--- src/rtl/core/spwm_pkg.sv ---
// Shared types, widths and constants for the servo pulse generator.
// No dependencies; every other file in rtl/core imports this package.
`timescale 1ns / 1ps

package spwm_pkg;

  // Timer and field widths
  localparam int TIMER_W   = 16;
  localparam int CMP_W     = 16;
  localparam int FREQ_W    = 21;
  localparam int DUTY_W    = 14;
  localparam int DEG_W     = 8;
  localparam int ANGLE_W   = 8;
  localparam int BYTE_W    = 8;
  localparam int PRE_W     = 8;
  localparam int SEL_W     = 2;
  localparam int CFG_IDX_W = 2;

  // Conversion datapath widths
  localparam int DUTYS_W = 25;               // signed duty * degrees
  localparam int DEN_W   = 22;               // degrees * 10000
  localparam int NUM_W   = TIMER_W + 26;     // signed (top + 1) * duty
  localparam int CLK_W   = 24;
  localparam int DVS_W   = FREQ_W + 8;       // frequency times largest prescaler
  localparam int DVD_W   = (NUM_W - 1 > CLK_W) ? NUM_W - 1 : CLK_W;
  localparam int DIVCNT_W = $clog2(DVD_W);
  localparam int EQ_W    = (TIMER_W > CMP_W) ? TIMER_W : CMP_W;

  localparam longint unsigned TopMaxInt   = (64'd1 << TIMER_W) - 64'd1;
  localparam longint unsigned TopResetInt = (64'd4999 > TopMaxInt) ? TopMaxInt : 64'd4999;
  localparam logic [TIMER_W-1:0] TOP_MAX   = TIMER_W'(TopMaxInt);
  localparam logic [TIMER_W-1:0] TOP_RESET = TIMER_W'(TopResetInt);
  localparam logic [DVD_W-1:0]   TOP_LIMIT = DVD_W'(TopMaxInt + 64'd1);
  localparam logic [DVD_W-1:0]   CMP_LIMIT = DVD_W'(64'd65536);
  localparam logic [CMP_W-1:0]   CMP_MAX   = '1;

  localparam logic [CLK_W-1:0]   CLOCK_HZ   = CLK_W'(16000000);
  localparam logic [FREQ_W-1:0]  FAST_LIMIT = FREQ_W'(100000);
  localparam logic [FREQ_W-1:0]  SLOW_LIMIT = FREQ_W'(4);
  localparam logic [BYTE_W-1:0]  NEWLINE    = 8'h0A;
  localparam logic [BYTE_W-1:0]  DIGIT_ZERO = 8'h30;
  localparam logic [13:0]        DUTY_SCALE = 14'd10000;

  // Register reset values
  localparam logic [FREQ_W-1:0] FREQ_RESET = FREQ_W'(50);
  localparam logic [DUTY_W-1:0] MIN_RESET  = DUTY_W'(275);
  localparam logic [DUTY_W-1:0] MAX_RESET  = DUTY_W'(1275);
  localparam logic [DEG_W-1:0]  DEG_RESET  = DEG_W'(180);

  // Register indexes
  localparam logic [CFG_IDX_W-1:0] IDX_FREQ = 2'd0;
  localparam logic [CFG_IDX_W-1:0] IDX_MIN  = 2'd1;
  localparam logic [CFG_IDX_W-1:0] IDX_MAX  = 2'd2;
  localparam logic [CFG_IDX_W-1:0] IDX_DEG  = 2'd3;

  // Prescaler selects
  localparam logic [SEL_W-1:0] SEL_DIV8   = 2'd0;
  localparam logic [SEL_W-1:0] SEL_DIV64  = 2'd1;
  localparam logic [SEL_W-1:0] SEL_DIV256 = 2'd2;

  typedef enum logic [3:0] {
    ST_IDLE,
    ST_DUTY,
    ST_NUM,
    ST_CSTART,
    ST_CDIV,
    ST_CLOAD,
    ST_PSTART,
    ST_PDIV,
    ST_PLOAD
  } ctrl_state_e;

  typedef struct packed {
    logic in_ready;
    logic cfg_ready;
    logic accept;
    logic cfg_fire;
    logic ld_duty;
    logic ld_num;
    logic div_start;
    logic div_period;
    logic ld_compare;
    logic ld_period;
  } cmd_t;

  typedef struct packed {
    logic newline;
    logic cfg_freq;
    logic out_blocked;
    logic div_done;
  } stat_t;

  // Last prescaler count before the timer advances
  function automatic logic [PRE_W-1:0] pre_limit(input logic [SEL_W-1:0] sel);
    logic [PRE_W-1:0] lim;
    case (sel)
      SEL_DIV8:  lim = PRE_W'(7);
      SEL_DIV64: lim = PRE_W'(63);
      default:   lim = PRE_W'(255);
    endcase
    return lim;
  endfunction

endpackage

--- src/rtl/core/servo_pwm_from_ascii_angle_top.sv ---
// Top level of the servo pulse generator driven by ASCII angle bytes.
// Depends on spwm_pkg, spwm_ctrl, spwm_dp (and spwm_div below it).
`timescale 1ns / 1ps

// Usage:
// - Input channel (in_valid_i / in_stall_o): each beat is one 16 MHz tick
//   (action_i = 0) or one received byte (action_i = 1, rx_byte_i).
// - Output channel (out_valid_o / out_stall_i): one beat per input beat with
//   the pulse level, compare value in force, accumulated angle and a flag set
//   when a newline loaded a new compare value.
// - Config channel (cfg_valid_i / cfg_ready_o): index 0 frequency, 1 min duty,
//   2 max duty, 3 full-scale degrees. A pending write holds off input beats.
// - Ticks and digit bytes: a new beat is taken every cycle unless the input is
//   stalled, and its result is registered, out in the cycle after acceptance.
// - A newline runs the compare conversion: duty product, period product and a
//   bit-serial division in the shared divider (one quotient bit per cycle,
//   DVD_W = 41 steps); its result beat is pushed when the compare value loads.
// - A frequency write reruns the period derivation through the same divider;
//   input and config stay stalled meanwhile.
// - Reset loads the default registers (50 Hz, /64, top 4999) and clears the
//   counters, the compare value, the level and the angle.
// - When the receiver stalls, the output beat holds and the input stalls once
//   the output register is full and not being taken.
module servo_pwm_from_ascii_angle_top import spwm_pkg::*; (
  input  logic                 clk_i,
  input  logic                 rst_ni,
  input  logic                 in_valid_i,
  output logic                 in_stall_o,
  input  logic                 action_i,
  input  logic [BYTE_W-1:0]    rx_byte_i,
  output logic                 out_valid_o,
  input  logic                 out_stall_i,
  output logic                 pwm_level_o,
  output logic [CMP_W-1:0]     pulse_compare_o,
  output logic [ANGLE_W-1:0]   angle_value_o,
  output logic                 position_loaded_o,
  input  logic                 cfg_valid_i,
  output logic                 cfg_ready_o,
  input  logic [CFG_IDX_W-1:0] cfg_index_i,
  input  logic [FREQ_W-1:0]    cfg_data_i
);

  cmd_t  cmd;
  stat_t stat;

  // Sequence conversions and gate both handshakes
  spwm_ctrl u_ctrl (
    .clk_i       (clk_i),
    .rst_ni      (rst_ni),
    .in_valid_i  (in_valid_i),
    .cfg_valid_i (cfg_valid_i),
    .stat_i      (stat),
    .cmd_o       (cmd)
  );

  // Hold the datapath state, the divider and the output beat register
  spwm_dp u_dp (
    .clk_i             (clk_i),
    .rst_ni            (rst_ni),
    .cmd_i             (cmd),
    .stat_o            (stat),
    .action_i          (action_i),
    .rx_byte_i         (rx_byte_i),
    .cfg_index_i       (cfg_index_i),
    .cfg_data_i        (cfg_data_i),
    .out_stall_i       (out_stall_i),
    .out_valid_o       (out_valid_o),
    .pwm_level_o       (pwm_level_o),
    .pulse_compare_o   (pulse_compare_o),
    .angle_value_o     (angle_value_o),
    .position_loaded_o (position_loaded_o)
  );

  assign in_stall_o  = ~cmd.in_ready;
  assign cfg_ready_o = cmd.cfg_ready;

endmodule

--- src/rtl/core/spwm_div.sv ---
// Shared restoring divider, one quotient bit per cycle.
// Depends on spwm_pkg for operand widths.
`timescale 1ns / 1ps

module spwm_div import spwm_pkg::*; (
  input  logic             clk_i,
  input  logic             rst_ni,
  input  logic             start_i,
  input  logic [DVD_W-1:0] dividend_i,
  input  logic [DVS_W-1:0] divisor_i,
  output logic             done_o,
  output logic [DVD_W-1:0] quotient_o
);

  logic                busy_q, busy_d;
  logic                done_q, done_d;
  logic [DIVCNT_W-1:0] cnt_q, cnt_d;
  logic [DVS_W-1:0]    rem_q, rem_d;
  logic [DVD_W-1:0]    quo_q, quo_d;
  logic [DVS_W-1:0]    dvs_q, dvs_d;
  logic [DVS_W:0]      shifted;

  always_comb begin
    busy_d  = busy_q;
    done_d  = 1'b0;
    cnt_d   = cnt_q;
    rem_d   = rem_q;
    quo_d   = quo_q;
    dvs_d   = dvs_q;
    shifted = {rem_q, quo_q[DVD_W-1]};
    if (start_i) begin
      busy_d = 1'b1;
      cnt_d  = '0;
      rem_d  = '0;
      quo_d  = dividend_i;
      dvs_d  = divisor_i;
    end else if (busy_q) begin
      if (shifted >= {1'b0, dvs_q}) begin
        rem_d = DVS_W'(shifted - {1'b0, dvs_q});
        quo_d = {quo_q[DVD_W-2:0], 1'b1};
      end else begin
        rem_d = shifted[DVS_W-1:0];
        quo_d = {quo_q[DVD_W-2:0], 1'b0};
      end
      cnt_d = cnt_q + 1'b1;
      if (cnt_q == DIVCNT_W'(DVD_W - 1)) begin
        busy_d = 1'b0;
        done_d = 1'b1;
      end
    end
  end

  always_ff @(posedge clk_i or negedge rst_ni) begin
    if (!rst_ni) begin
      busy_q <= 1'b0;
      done_q <= 1'b0;
      cnt_q  <= '0;
    end else begin
      busy_q <= busy_d;
      done_q <= done_d;
      cnt_q  <= cnt_d;
    end
  end

  always_ff @(posedge clk_i) begin
    rem_q <= rem_d;
    quo_q <= quo_d;
    dvs_q <= dvs_d;
  end

  assign done_o     = done_q;
  assign quotient_o = quo_q;

endmodule

--- src/rtl/core/spwm_dp.sv ---
// Datapath: registers, timer, angle folding, compare conversion, output beat.
// Depends on spwm_pkg and spwm_div.
`timescale 1ns / 1ps

module spwm_dp import spwm_pkg::*; (
  input  logic                 clk_i,
  input  logic                 rst_ni,
  input  cmd_t                 cmd_i,
  output stat_t                stat_o,
  input  logic                 action_i,
  input  logic [BYTE_W-1:0]    rx_byte_i,
  input  logic [CFG_IDX_W-1:0] cfg_index_i,
  input  logic [FREQ_W-1:0]    cfg_data_i,
  input  logic                 out_stall_i,
  output logic                 out_valid_o,
  output logic                 pwm_level_o,
  output logic [CMP_W-1:0]     pulse_compare_o,
  output logic [ANGLE_W-1:0]   angle_value_o,
  output logic                 position_loaded_o
);

  logic [FREQ_W-1:0]  freq_q, freq_d;
  logic [DUTY_W-1:0]  min_q, min_d;
  logic [DUTY_W-1:0]  max_q, max_d;
  logic [DEG_W-1:0]   deg_q, deg_d;
  logic [SEL_W-1:0]   sel_q, sel_d;
  logic [TIMER_W-1:0] top_q, top_d;
  logic [PRE_W-1:0]   pre_q, pre_d;
  logic [TIMER_W-1:0] tmr_q, tmr_d;
  logic [CMP_W-1:0]   cmp_q, cmp_d;
  logic               lvl_q, lvl_d;
  logic [ANGLE_W-1:0] ang_q, ang_d;

  logic signed [DUTYS_W-1:0] duty_q, duty_d;
  logic [DEN_W-1:0]          den_q, den_d;
  logic signed [NUM_W-1:0]   num_q, num_d;

  logic               out_valid_q, out_valid_d;
  logic               out_lvl_q, out_lvl_d;
  logic [CMP_W-1:0]   out_cmp_q, out_cmp_d;
  logic [ANGLE_W-1:0] out_ang_q, out_ang_d;
  logic               out_ld_q, out_ld_d;

  logic               is_tick, push;
  logic [TIMER_W-1:0] tmr_nxt;
  logic [DEG_W-1:0]   deg_eff;
  logic [21:0]        min_deg;
  logic signed [14:0] span;
  logic signed [23:0] ang_span;
  logic [TIMER_W:0]   top_p1;
  logic [DVD_W-1:0]   dvd;
  logic [DVS_W-1:0]   dvs;
  logic [DVS_W-1:0]   freq_ext;
  logic [DVD_W-1:0]   quo;
  logic               div_done;
  logic [ANGLE_W-1:0] ang_fold;

  spwm_div u_div (
    .clk_i      (clk_i),
    .rst_ni     (rst_ni),
    .start_i    (cmd_i.div_start),
    .dividend_i (dvd),
    .divisor_i  (dvs),
    .done_o     (div_done),
    .quotient_o (quo)
  );

  // Divider operands: period derivation or compare conversion
  always_comb begin
    freq_ext = DVS_W'(freq_q);
    case (sel_q)
      SEL_DIV8:  dvs = freq_ext << 3;
      SEL_DIV64: dvs = freq_ext << 6;
      default:   dvs = freq_ext << 8;
    endcase
    if (cmd_i.div_period) begin
      dvd = DVD_W'(CLOCK_HZ);
    end else begin
      dvd = DVD_W'(num_q[NUM_W-2:0]);
      dvs = DVS_W'(den_q);
    end
  end

  // Conversion operands
  always_comb begin
    deg_eff  = (deg_q == '0) ? DEG_W'(1) : deg_q;
    min_deg  = 22'(min_q) * 22'(deg_eff);
    span     = $signed({1'b0, max_q}) - $signed({1'b0, min_q});
    ang_span = $signed({1'b0, ang_q}) * span;
    top_p1   = {1'b0, top_q} + 1'b1;
    duty_d   = $signed({3'b000, min_deg}) + $signed({ang_span[23], ang_span});
    den_d    = 22'(deg_eff) * 22'(DUTY_SCALE);
    num_d    = $signed({1'b0, top_p1}) * duty_q;
  end

  always_comb begin
    ang_fold = ({ang_q[ANGLE_W-4:0], 3'b000} + {ang_q[ANGLE_W-2:0], 1'b0})
               + rx_byte_i - DIGIT_ZERO;
    tmr_nxt  = (tmr_q == top_q) ? '0 : tmr_q + 1'b1;
  end

  assign is_tick = ~action_i;
  assign push    = (cmd_i.accept & ~stat_o.newline) | cmd_i.ld_compare;

  // State update
  always_comb begin
    freq_d = freq_q;
    min_d  = min_q;
    max_d  = max_q;
    deg_d  = deg_q;
    sel_d  = sel_q;
    top_d  = top_q;
    pre_d  = pre_q;
    tmr_d  = tmr_q;
    cmp_d  = cmp_q;
    lvl_d  = lvl_q;
    ang_d  = ang_q;

    if (cmd_i.cfg_fire) begin
      case (cfg_index_i)
        IDX_FREQ: begin
          freq_d = cfg_data_i;
          if (cfg_data_i < SLOW_LIMIT) begin
            sel_d = SEL_DIV256;
          end else if (cfg_data_i > FAST_LIMIT) begin
            sel_d = SEL_DIV8;
          end else begin
            sel_d = SEL_DIV64;
          end
        end
        IDX_MIN: min_d = cfg_data_i[DUTY_W-1:0];
        IDX_MAX: max_d = cfg_data_i[DUTY_W-1:0];
        IDX_DEG: deg_d = cfg_data_i[DEG_W-1:0];
        default: ;
      endcase
    end

    if (cmd_i.accept) begin
      if (is_tick) begin
        if (pre_q >= pre_limit(sel_q)) begin
          pre_d = '0;
          tmr_d = tmr_nxt;
          if (EQ_W'(tmr_nxt) == EQ_W'(cmp_q)) begin
            lvl_d = 1'b0;
          end else if (tmr_nxt == top_q) begin
            lvl_d = 1'b1;
          end
        end else begin
          pre_d = pre_q + 1'b1;
        end
      end else if (!stat_o.newline) begin
        ang_d = ang_fold;
      end
    end

    // Floor quotient minus one, clamped to the compare range
    if (cmd_i.ld_compare) begin
      ang_d = '0;
      if (num_q[NUM_W-1] || quo == '0) begin
        cmp_d = '0;
      end else if (quo > CMP_LIMIT) begin
        cmp_d = CMP_MAX;
      end else begin
        cmp_d = CMP_W'(quo - 1'b1);
      end
    end

    if (cmd_i.ld_period) begin
      if (freq_q == '0) begin
        top_d = TOP_MAX;
      end else if (quo == '0) begin
        top_d = '0;
      end else if (quo > TOP_LIMIT) begin
        top_d = TOP_MAX;
      end else begin
        top_d = TIMER_W'(quo - 1'b1);
      end
    end
  end

  // Output beat register
  always_comb begin
    out_valid_d = push | (out_valid_q & out_stall_i);
    out_lvl_d   = out_lvl_q;
    out_cmp_d   = out_cmp_q;
    out_ang_d   = out_ang_q;
    out_ld_d    = out_ld_q;
    if (push) begin
      out_lvl_d = lvl_d;
      out_cmp_d = cmp_d;
      out_ang_d = ang_d;
      out_ld_d  = cmd_i.ld_compare;
    end
  end

  always_ff @(posedge clk_i or negedge rst_ni) begin
    if (!rst_ni) begin
      freq_q      <= FREQ_RESET;
      min_q       <= MIN_RESET;
      max_q       <= MAX_RESET;
      deg_q       <= DEG_RESET;
      sel_q       <= SEL_DIV64;
      top_q       <= TOP_RESET;
      pre_q       <= '0;
      tmr_q       <= '0;
      cmp_q       <= '0;
      lvl_q       <= 1'b0;
      ang_q       <= '0;
      out_valid_q <= 1'b0;
    end else begin
      freq_q      <= freq_d;
      min_q       <= min_d;
      max_q       <= max_d;
      deg_q       <= deg_d;
      sel_q       <= sel_d;
      top_q       <= top_d;
      pre_q       <= pre_d;
      tmr_q       <= tmr_d;
      cmp_q       <= cmp_d;
      lvl_q       <= lvl_d;
      ang_q       <= ang_d;
      out_valid_q <= out_valid_d;
    end
  end

  always_ff @(posedge clk_i) begin
    if (cmd_i.ld_duty) begin
      duty_q <= duty_d;
      den_q  <= den_d;
    end
    if (cmd_i.ld_num) begin
      num_q <= num_d;
    end
    out_lvl_q <= out_lvl_d;
    out_cmp_q <= out_cmp_d;
    out_ang_q <= out_ang_d;
    out_ld_q  <= out_ld_d;
  end

  assign stat_o.newline     = action_i & (rx_byte_i == NEWLINE);
  assign stat_o.cfg_freq    = (cfg_index_i == IDX_FREQ);
  assign stat_o.out_blocked = out_valid_q & out_stall_i;
  assign stat_o.div_done    = div_done;

  assign out_valid_o       = out_valid_q;
  assign pwm_level_o       = out_lvl_q;
  assign pulse_compare_o   = out_cmp_q;
  assign angle_value_o     = out_ang_q;
  assign position_loaded_o = out_ld_q;

endmodule

--- src/rtl/core/spwm_ctrl.sv ---
// Controller: sequences compare conversion and period derivation.
// Depends on spwm_pkg for the state enum and command/status structs.
`timescale 1ns / 1ps

module spwm_ctrl import spwm_pkg::*; (
  input  logic  clk_i,
  input  logic  rst_ni,
  input  logic  in_valid_i,
  input  logic  cfg_valid_i,
  input  stat_t stat_i,
  output cmd_t  cmd_o
);

  ctrl_state_e state_q, state_d;

  always_comb begin
    state_d = state_q;
    case (state_q)
      ST_IDLE: begin
        if (cmd_o.cfg_fire && stat_i.cfg_freq) begin
          state_d = ST_PSTART;
        end else if (cmd_o.accept && stat_i.newline) begin
          state_d = ST_DUTY;
        end
      end
      ST_DUTY:   state_d = ST_NUM;
      ST_NUM:    state_d = ST_CSTART;
      ST_CSTART: state_d = ST_CDIV;
      ST_CDIV:   if (stat_i.div_done) state_d = ST_CLOAD;
      ST_CLOAD:  state_d = ST_IDLE;
      ST_PSTART: state_d = ST_PDIV;
      ST_PDIV:   if (stat_i.div_done) state_d = ST_PLOAD;
      ST_PLOAD:  state_d = ST_IDLE;
      default:   state_d = ST_IDLE;
    endcase
  end

  always_comb begin
    cmd_o = '0;
    case (state_q)
      ST_IDLE: begin
        // configuration takes priority over items
        cmd_o.cfg_ready = 1'b1;
        cmd_o.in_ready  = ~stat_i.out_blocked & ~cfg_valid_i;
        cmd_o.accept    = in_valid_i & cmd_o.in_ready;
        cmd_o.cfg_fire  = cfg_valid_i;
      end
      ST_DUTY:   cmd_o.ld_duty = 1'b1;
      ST_NUM:    cmd_o.ld_num = 1'b1;
      ST_CSTART: cmd_o.div_start = 1'b1;
      ST_CLOAD:  cmd_o.ld_compare = 1'b1;
      ST_PSTART: begin
        cmd_o.div_start  = 1'b1;
        cmd_o.div_period = 1'b1;
      end
      ST_PLOAD:  cmd_o.ld_period = 1'b1;
      default:   cmd_o = '0;
    endcase
  end

  always_ff @(posedge clk_i or negedge rst_ni) begin
    if (!rst_ni) begin
      state_q <= ST_IDLE;
    end else begin
      state_q <= state_d;
    end
  end

endmodule
--- config.mk ---
export PLATFORM = sky130hd
export DESIGN_NAME = servo_pwm_from_ascii_angle_top
export DESIGN_NICKNAME = d
export VERILOG_FILES = /design/src/rtl/core/spwm_pkg.sv /design/src/rtl/core/servo_pwm_from_ascii_angle_top.sv /design/src/rtl/core/spwm_div.sv /design/src/rtl/core/spwm_dp.sv /design/src/rtl/core/spwm_ctrl.sv
export SDC_FILE = /design/constraint.sdc
export NUM_CORES = 2
export LEC_CHECK = 0
export BUFFER_PORTS_ARGS = -buffer_cell sky130_fd_sc_hd__buf_4
export CAP_MARGIN = 20
export CORE_MARGIN = 2
export CORE_UTILIZATION = 35
export DETAILED_ROUTE_END_ITERATION = 16
export SLEW_MARGIN = 10
export SYNTH_ARGS = -nofsm -noshare
export SYNTH_HDL_FRONTEND = slang
export SYNTH_SLANG_ARGS = --single-unit
--- constraint.sdc ---
create_clock -name clk_i -period 7.5 [get_ports clk_i]
set_input_delay 0.75 -clock clk_i [delete_from_list [all_inputs] [get_ports clk_i]]
set_output_delay 0.75 -clock clk_i [all_outputs]
set_load 0.1 [all_outputs]
Yosys cells after proc, flatten, opt, wreduce, memory -nomap -nowiden
Index checks and enable logic that the tools add are counted.

Register bits after elaboration: 347. Bits of input ports: 37. Output and inout bits: 29. Word-level logic and storage cells: 147.

Add/subtract/negate cells: 11. Multipliers: 4. Magnitude comparators: 5. Equal/unequal tests: 20. Multiplexer cells: 49. Bitwise gates (word level): 12. Reduce and logical (&&, ||, !) cells: 18.

Operators by type and width (count): $mux W41 (3); $mux W16 (6); $mux W8 (8); $pmux W29 S2 (1); $eq A16 B16 Y1 (3); $mul A18 B25 Y42 (1); $gt A41 B17 Y1 const B (1); $logic_not A41 Y1 (1); $ge A30 B29 Y1 (1); $mux W29 (1); $sub A29 B29 Y29 (1); $pmux W4 S7 (1); $add A23 B24 Y25 (1); $mul A9 B15 Y24 (1); $mul A14 B8 Y22 (1); $mux W22 (1); $gt A21 B17 Y1 const B (1); $logic_not A21 Y1 (1); $lt A21 B3 Y1 const B (1); $mux W4 (5); $mux W1 (19); $mul A8 B10 Y18 const B (1); $add A16 B1 Y17 const B (1); $add A16 B1 Y16 const B (1); 32 further kinds (57).

Logic depth before layout (Yosys ltp)
Word-level depth: 10. Depth in mapped cells: 39. Mapped depth without buffers: 36.

By module
Synthesis repeated with hierarchy kept, for this count alone.

Cells, all modules: 4554. Area total of the unflattened synthesis: 43076.3 µm².

Modules (own cells, without submodules): spwm_dp (times used 1, cells each 3924, area an instance 36640.1 µm²); spwm_div (times used 1, cells each 586, area an instance 6085.8 µm²); spwm_ctrl (times used 1, cells each 43, area an instance 346.6 µm²); servo_pwm_from_ascii_angle_top (times used 1, cells each 1, area an instance 3.8 µm²).

Worst setup path after synthesis
No wires, ideal clock.

Path kind: register to register. From: register u_dp.deg_q[6]. To: register u_dp.duty_q[24] (data pin). Library setup time: 260 ps. Arrival: 7559 ps. Slack: -319 ps. Stages on the path, launching flop included: 38. Buffers on the path: 3. Cell sequence: dfrtp_1 clkbuf_1 inv_1 clkbuf_1 ha_1 nand2_1 nor3_1 nand3_1 and2_1 clkbuf_1 inv_1 nor2_1 fa_1 inv_1 fa_1 fa_1 inv_1 fa_1 [2 not listed] o21bai_1 a21oi_1 nand2b_1 nand2b_1 a21oi_1 xor2_1 fa_1 inv_1 ha_1 a21o_1 a21oi_1 nand2_1 o21a_1 o41ai_2 o211ai_1 a31o_2 a21oi_1 xnor2_1.

Longest elaborated chain between the ends: 4.

RTL lines: start: declaration (line spwm_dp.sv:25) `logic [DEG_W-1:0] deg_q, deg_d;`; start signal: assignment (line spwm_dp.sv:214) `deg_q <= deg_d;`; $logic_not A8 Y1 (line spwm_dp.sv:86) `deg_eff = (deg_q == '0) ? DEG_W'(1) : deg_q;`; $mux W8 (line spwm_dp.sv:86); named net u_dp.deg_eff[3] (line spwm_dp.sv:46) `logic [DEG_W-1:0] deg_eff;`; $mul A14 B8 Y22 (line spwm_dp.sv:87) `min_deg = 22'(min_q) * 22'(deg_eff);`; $add A23 B24 Y25 (line spwm_dp.sv:91) `duty_d = $signed({3'b000, min_deg}) + $signed({ang_span[23], ang_span});`; named net u_dp.duty_d[24] (line spwm_dp.sv:34) `logic signed [DUTYS_W-1:0] duty_q, duty_d;`; end signal: assignment (line spwm_dp.sv:228) `duty_q <= duty_d;`; end: declaration (line spwm_dp.sv:34).

The timed path passes the listed nets, and every way through them passes these cells. A chain may end at the register's enable or synchronous reset.

Final worst setup path
From: register u_dp.top_q[2]. To: register u_dp.num_q[41] (data pin).

Longest elaborated chain between the ends: 2.

RTL lines: start: declaration (line spwm_dp.sv:27) `logic [TIMER_W-1:0] top_q, top_d;`; start signal: assignment (line spwm_dp.sv:216) `top_q <= top_d;`; $add A16 B1 Y17 (line spwm_dp.sv:90) `top_p1 = {1'b0, top_q} + 1'b1;`; $mul A18 B25 Y42 (line spwm_dp.sv:93) `num_d = $signed({1'b0, top_p1}) * duty_q;`; named net u_dp.num_d[41] (line spwm_dp.sv:36) `logic signed [NUM_W-1:0] num_q, num_d;`; end signal: assignment (line spwm_dp.sv:232) `num_q <= num_d;`; end: declaration (line spwm_dp.sv:36).

The timed path passes the listed nets, and every way through them passes these cells.

==> run_results.csv <==
group,metric,value,unit
cts,clock-sinks,344,
critical_path,setup.worst_path.class,"reg2reg",
sta,fmax,132.2,MHz
routing,vias,30770,
grt,track_usage,17.66,%
min_path,hp-class,"in2async",
cells_and_area,fin_nets,5591,
power,finalPower,3.975,mW
sta,worst_pin_slew,1115,ps
yosys,ys_warn_count,0,
sta,fin_crit_sh,100.9,%
cts,clock_path_buffers,3,
sta,report.final.slew_viol_count,0,
die,pin_count,66,
die,num_rows,126,
critical_path,reg2reg_depth,30,
sta,finalHoldViolations,0,
outcome,violations,"negative setup slack",
critical_path,cp.required,7810,ps
grt,antenna_found_initial,2,
routing,wire_per_inst,16.82,µm
sta,fin_ws,-64.86,ps
cts,htreeDepth,2,
critical_path,crit_slowest_cell,"fa_2",
routing,drt_pre_antenna_iters,5,
yosys,syn_avg_cell_area,9.556,µm²
cts,clk_pin_slew_worst_paths,60,ps
place,dp_hpwl,84140,µm
cells_and_area,drive_gt1_share,15.51,%
cells_and_area,final_cells,6263,
cts,cts_made_buffers,39,
die,die_w,350.0,µm
yosys,synth.distinct_cells,92,
yosys,ys_ff_latch,344,
critical_path,reg2reg_to,"u_dp.num_q[41]",
outcome,status,"complete, but fails checks",
sta,max-slew-margin-rel,25.38,%
critical_path,critPathMostFrequentCell,"fa_1",
grt,grt_max_degree,79,
sta,whs,225.5,ps
critical_path,worstPathMaxFanout,6,
yosys,async_reset_ff_share,39.83,%
yosys,ys.flop_type,"edfxtp_1",
critical_path,cpPeakStageDelay,580,ps
grt,grt_pass1_vias,32230,
yosys,yosysSeqAreaShare,22.41,%
grt,grt_pass1_wl,172400,µm
cts,cts_tree,"yes",
sta,rsz0062_at_grt,"yes",
sta,period_needed,7565,ps
grt,overflow,0,
critical_path,critPathLaunchType,"flip-flop",
routing,drtIter0Drc,1850,
sta,setup_viol,3,
yosys,syn-num-nets,5342,
routing,viasPerCell,4.913,
sta,fin_skew,41.98,ps
power,power_density,81.72,nW/µm²
yosys,synth_edf_count,178,
cells_and_area,diodes,0,
routing,drc,0,
critical_path,r2r_setup_slack,-60,ps
routing,drtAntennaViolNets,0,
place,place.gp.congestion,0.8932,
die,dieArea,122500,µm²
cts,clock_latency,600,ps
cts,hold_buffers,0,
cts,cts_root_buf,"clkbuf_16",
die,initial_core_util,35.38,%
routing,wl,105400,µm
place,io_buffers,65,
critical_path,cp-end-kind,"flip-flop",
critical_path,r2r_start,"u_dp.top_q[2]",
cells_and_area,syn2layout_area_growth,16.10,%
power,peakVddDrop,0.1426,mV
die,die_h,350.0,µm
run,maxCapViolations,0,
yosys,syn_inst,4384,
place,placedCellCount,6148,
critical_path,crit_arrival,7870,ps
die,core-area,118400,µm²
power,p_leak,22.69,nW
yosys,syn-cell-area,41890,µm²
per-layer routing:
metal	GRT usage (%)	up-vias	share of wire, %
met5	0	-	0.0085
met4	5.296	2	3.1
met3	2.918	175	5.3
met2	29.56	654	48
met1	23.40	15560	44
li1	-	14380	-
registers in the layout, summed over array words and instances (netlist names), 18 cells and up:
name / cells
u_dp.den_q: 18
u_dp.duty_q: 25
u_dp.freq_q: 21
u_dp.num_q: 42
u_dp.u_div.dvs_q: 26
u_dp.u_div.quotient_o: 41
u_dp.u_div.rem_q: 29
worst max-delay path, delay by kind of cell, from the launching register on:
| kind | cells | cell delay (ps) |
|---|---|---|
| AOI/OAI and AO/OA | 8 | 1500 |
| xor gates and xnor gates | 1 | 160 |
| adders and majority gates | 7 | 3310 |
| buffers and inverters | 8 | 890 |
| DFF | 1 | 530 |
| and+or+nand+nor | 6 | 880 |
per-stage QoR:
stage	worst slack, ps	setup TNS (ps)	instance area (µm²)	utilization [%]
floorplan	-25.54	-25.54	41920	-
global placement	-224.2	-1180	46020	38.87
detailed placement	-261.1	-1790	46020	38.87
CTS	-13.08	-13.08	47770	40.35
global route	-341.4	-2996	48640	41.08
finish	-64.86	-106.4	48640	41.08
synthesized netlist by cell type (59+ instances only):
cell type | number | share of area (%)
fa_1 | 619 | 30
dfrtp_1 | 110 | 6.6
nand2_1 | 468 | 4.2
inv_1 | 831 | 7.4
ha_1 | 302 | 9.0
nor2_1 | 258 | 2.3
xnor2_1 | 134 | 2.8
clkbuf_1 | 137 | 1.2
mux2_2 | 61 | 1.6
a21oi_1 | 175 | 2.1
nor2b_1 | 59 | 0.88
edfxtp_1 | 178 | 13
o21ai_0 | 117 | 1.4
and2_1 | 228 | 3.4
xor2_1 | 65 | 1.4
worst max path at each step:
stage / start / depth (start not counted) / slack [ps] / endpoint
3_5_place_dp: u_dp.top_q[2] / 28 / -260 / u_dp.num_q[32]
3_3_place_gp: u_dp.top_q[2] / 32 / -220 / u_dp.num_q[40]
6_report: u_dp.top_q[2] / 30 / -60 / u_dp.num_q[41]
5_1_grt: u_dp.min_q[0] / 34 / -340 / u_dp.duty_q[24]
4_1_cts: u_dp.top_q[2] / 27 / -10 / u_dp.num_q[41]
2_1_floorplan: u_dp.deg_q[6] / 35 / -30 / u_dp.duty_q[24]
where the power goes:
| group | switching [mW] | internal [mW] | total, mW |
|---|---|---|---|
| sequential | 0 | 1.97 | 1.97 |
| clock | 0.861 | 1.08 | 1.95 |
| combinational | 0.0394 | 0.0190 | 0.0584 |
cell usage in the layout (no fill, tap or decap), drive strengths merged, types with 32 or more instances in the layout:
cell / n
ha: 302
a22o: 47
inv: 835
and3: 32
nand2: 469
dfrtp: 110
o21ai: 125
nor2: 260
a21o: 39
xnor2: 134
edfxtp: 178
fa: 619
nand3: 36
a21oi: 177
nor2b: 59
mux2i: 32
and2: 228
clkbuf: 50
xor2: 65
mux2: 61
nand2b: 53
buf: 374
nor3: 48
kinds of logic after synthesis:
logic type      after synthesis  share of synthesized area [%]
fa+ha+maj                   921                          38.60
compound gates              544                          8.419
simple gates               1284                          14.92
mux                          93                          2.404
buf+inv                     999                          9.088
xor+xnor                    199                          4.160
flops                       344                          22.41
final cells by class:
| cell class | count | area [µm²] |
|---|---|---|
| timing repair buffer | 375 | 3178 |
| tap | 1600 | 2002 |
| clock inverter | 22 | 210.2 |
| fill | 11510 | 69760 |
| clock buffer | 49 | 1086 |
| multi-input combinational | 3041 | 29650 |
| sequential | 344 | 9388 |
| inverter | 832 | 3126 |
what timing repair did:
item,4_1_cts,5_1_grt
setup buffers,18,28
cloned,2,1
resized for setup,57,147
pin swaps,52,99
setup endpoints to repair,15,26
(Power assumes the default switching activity.)
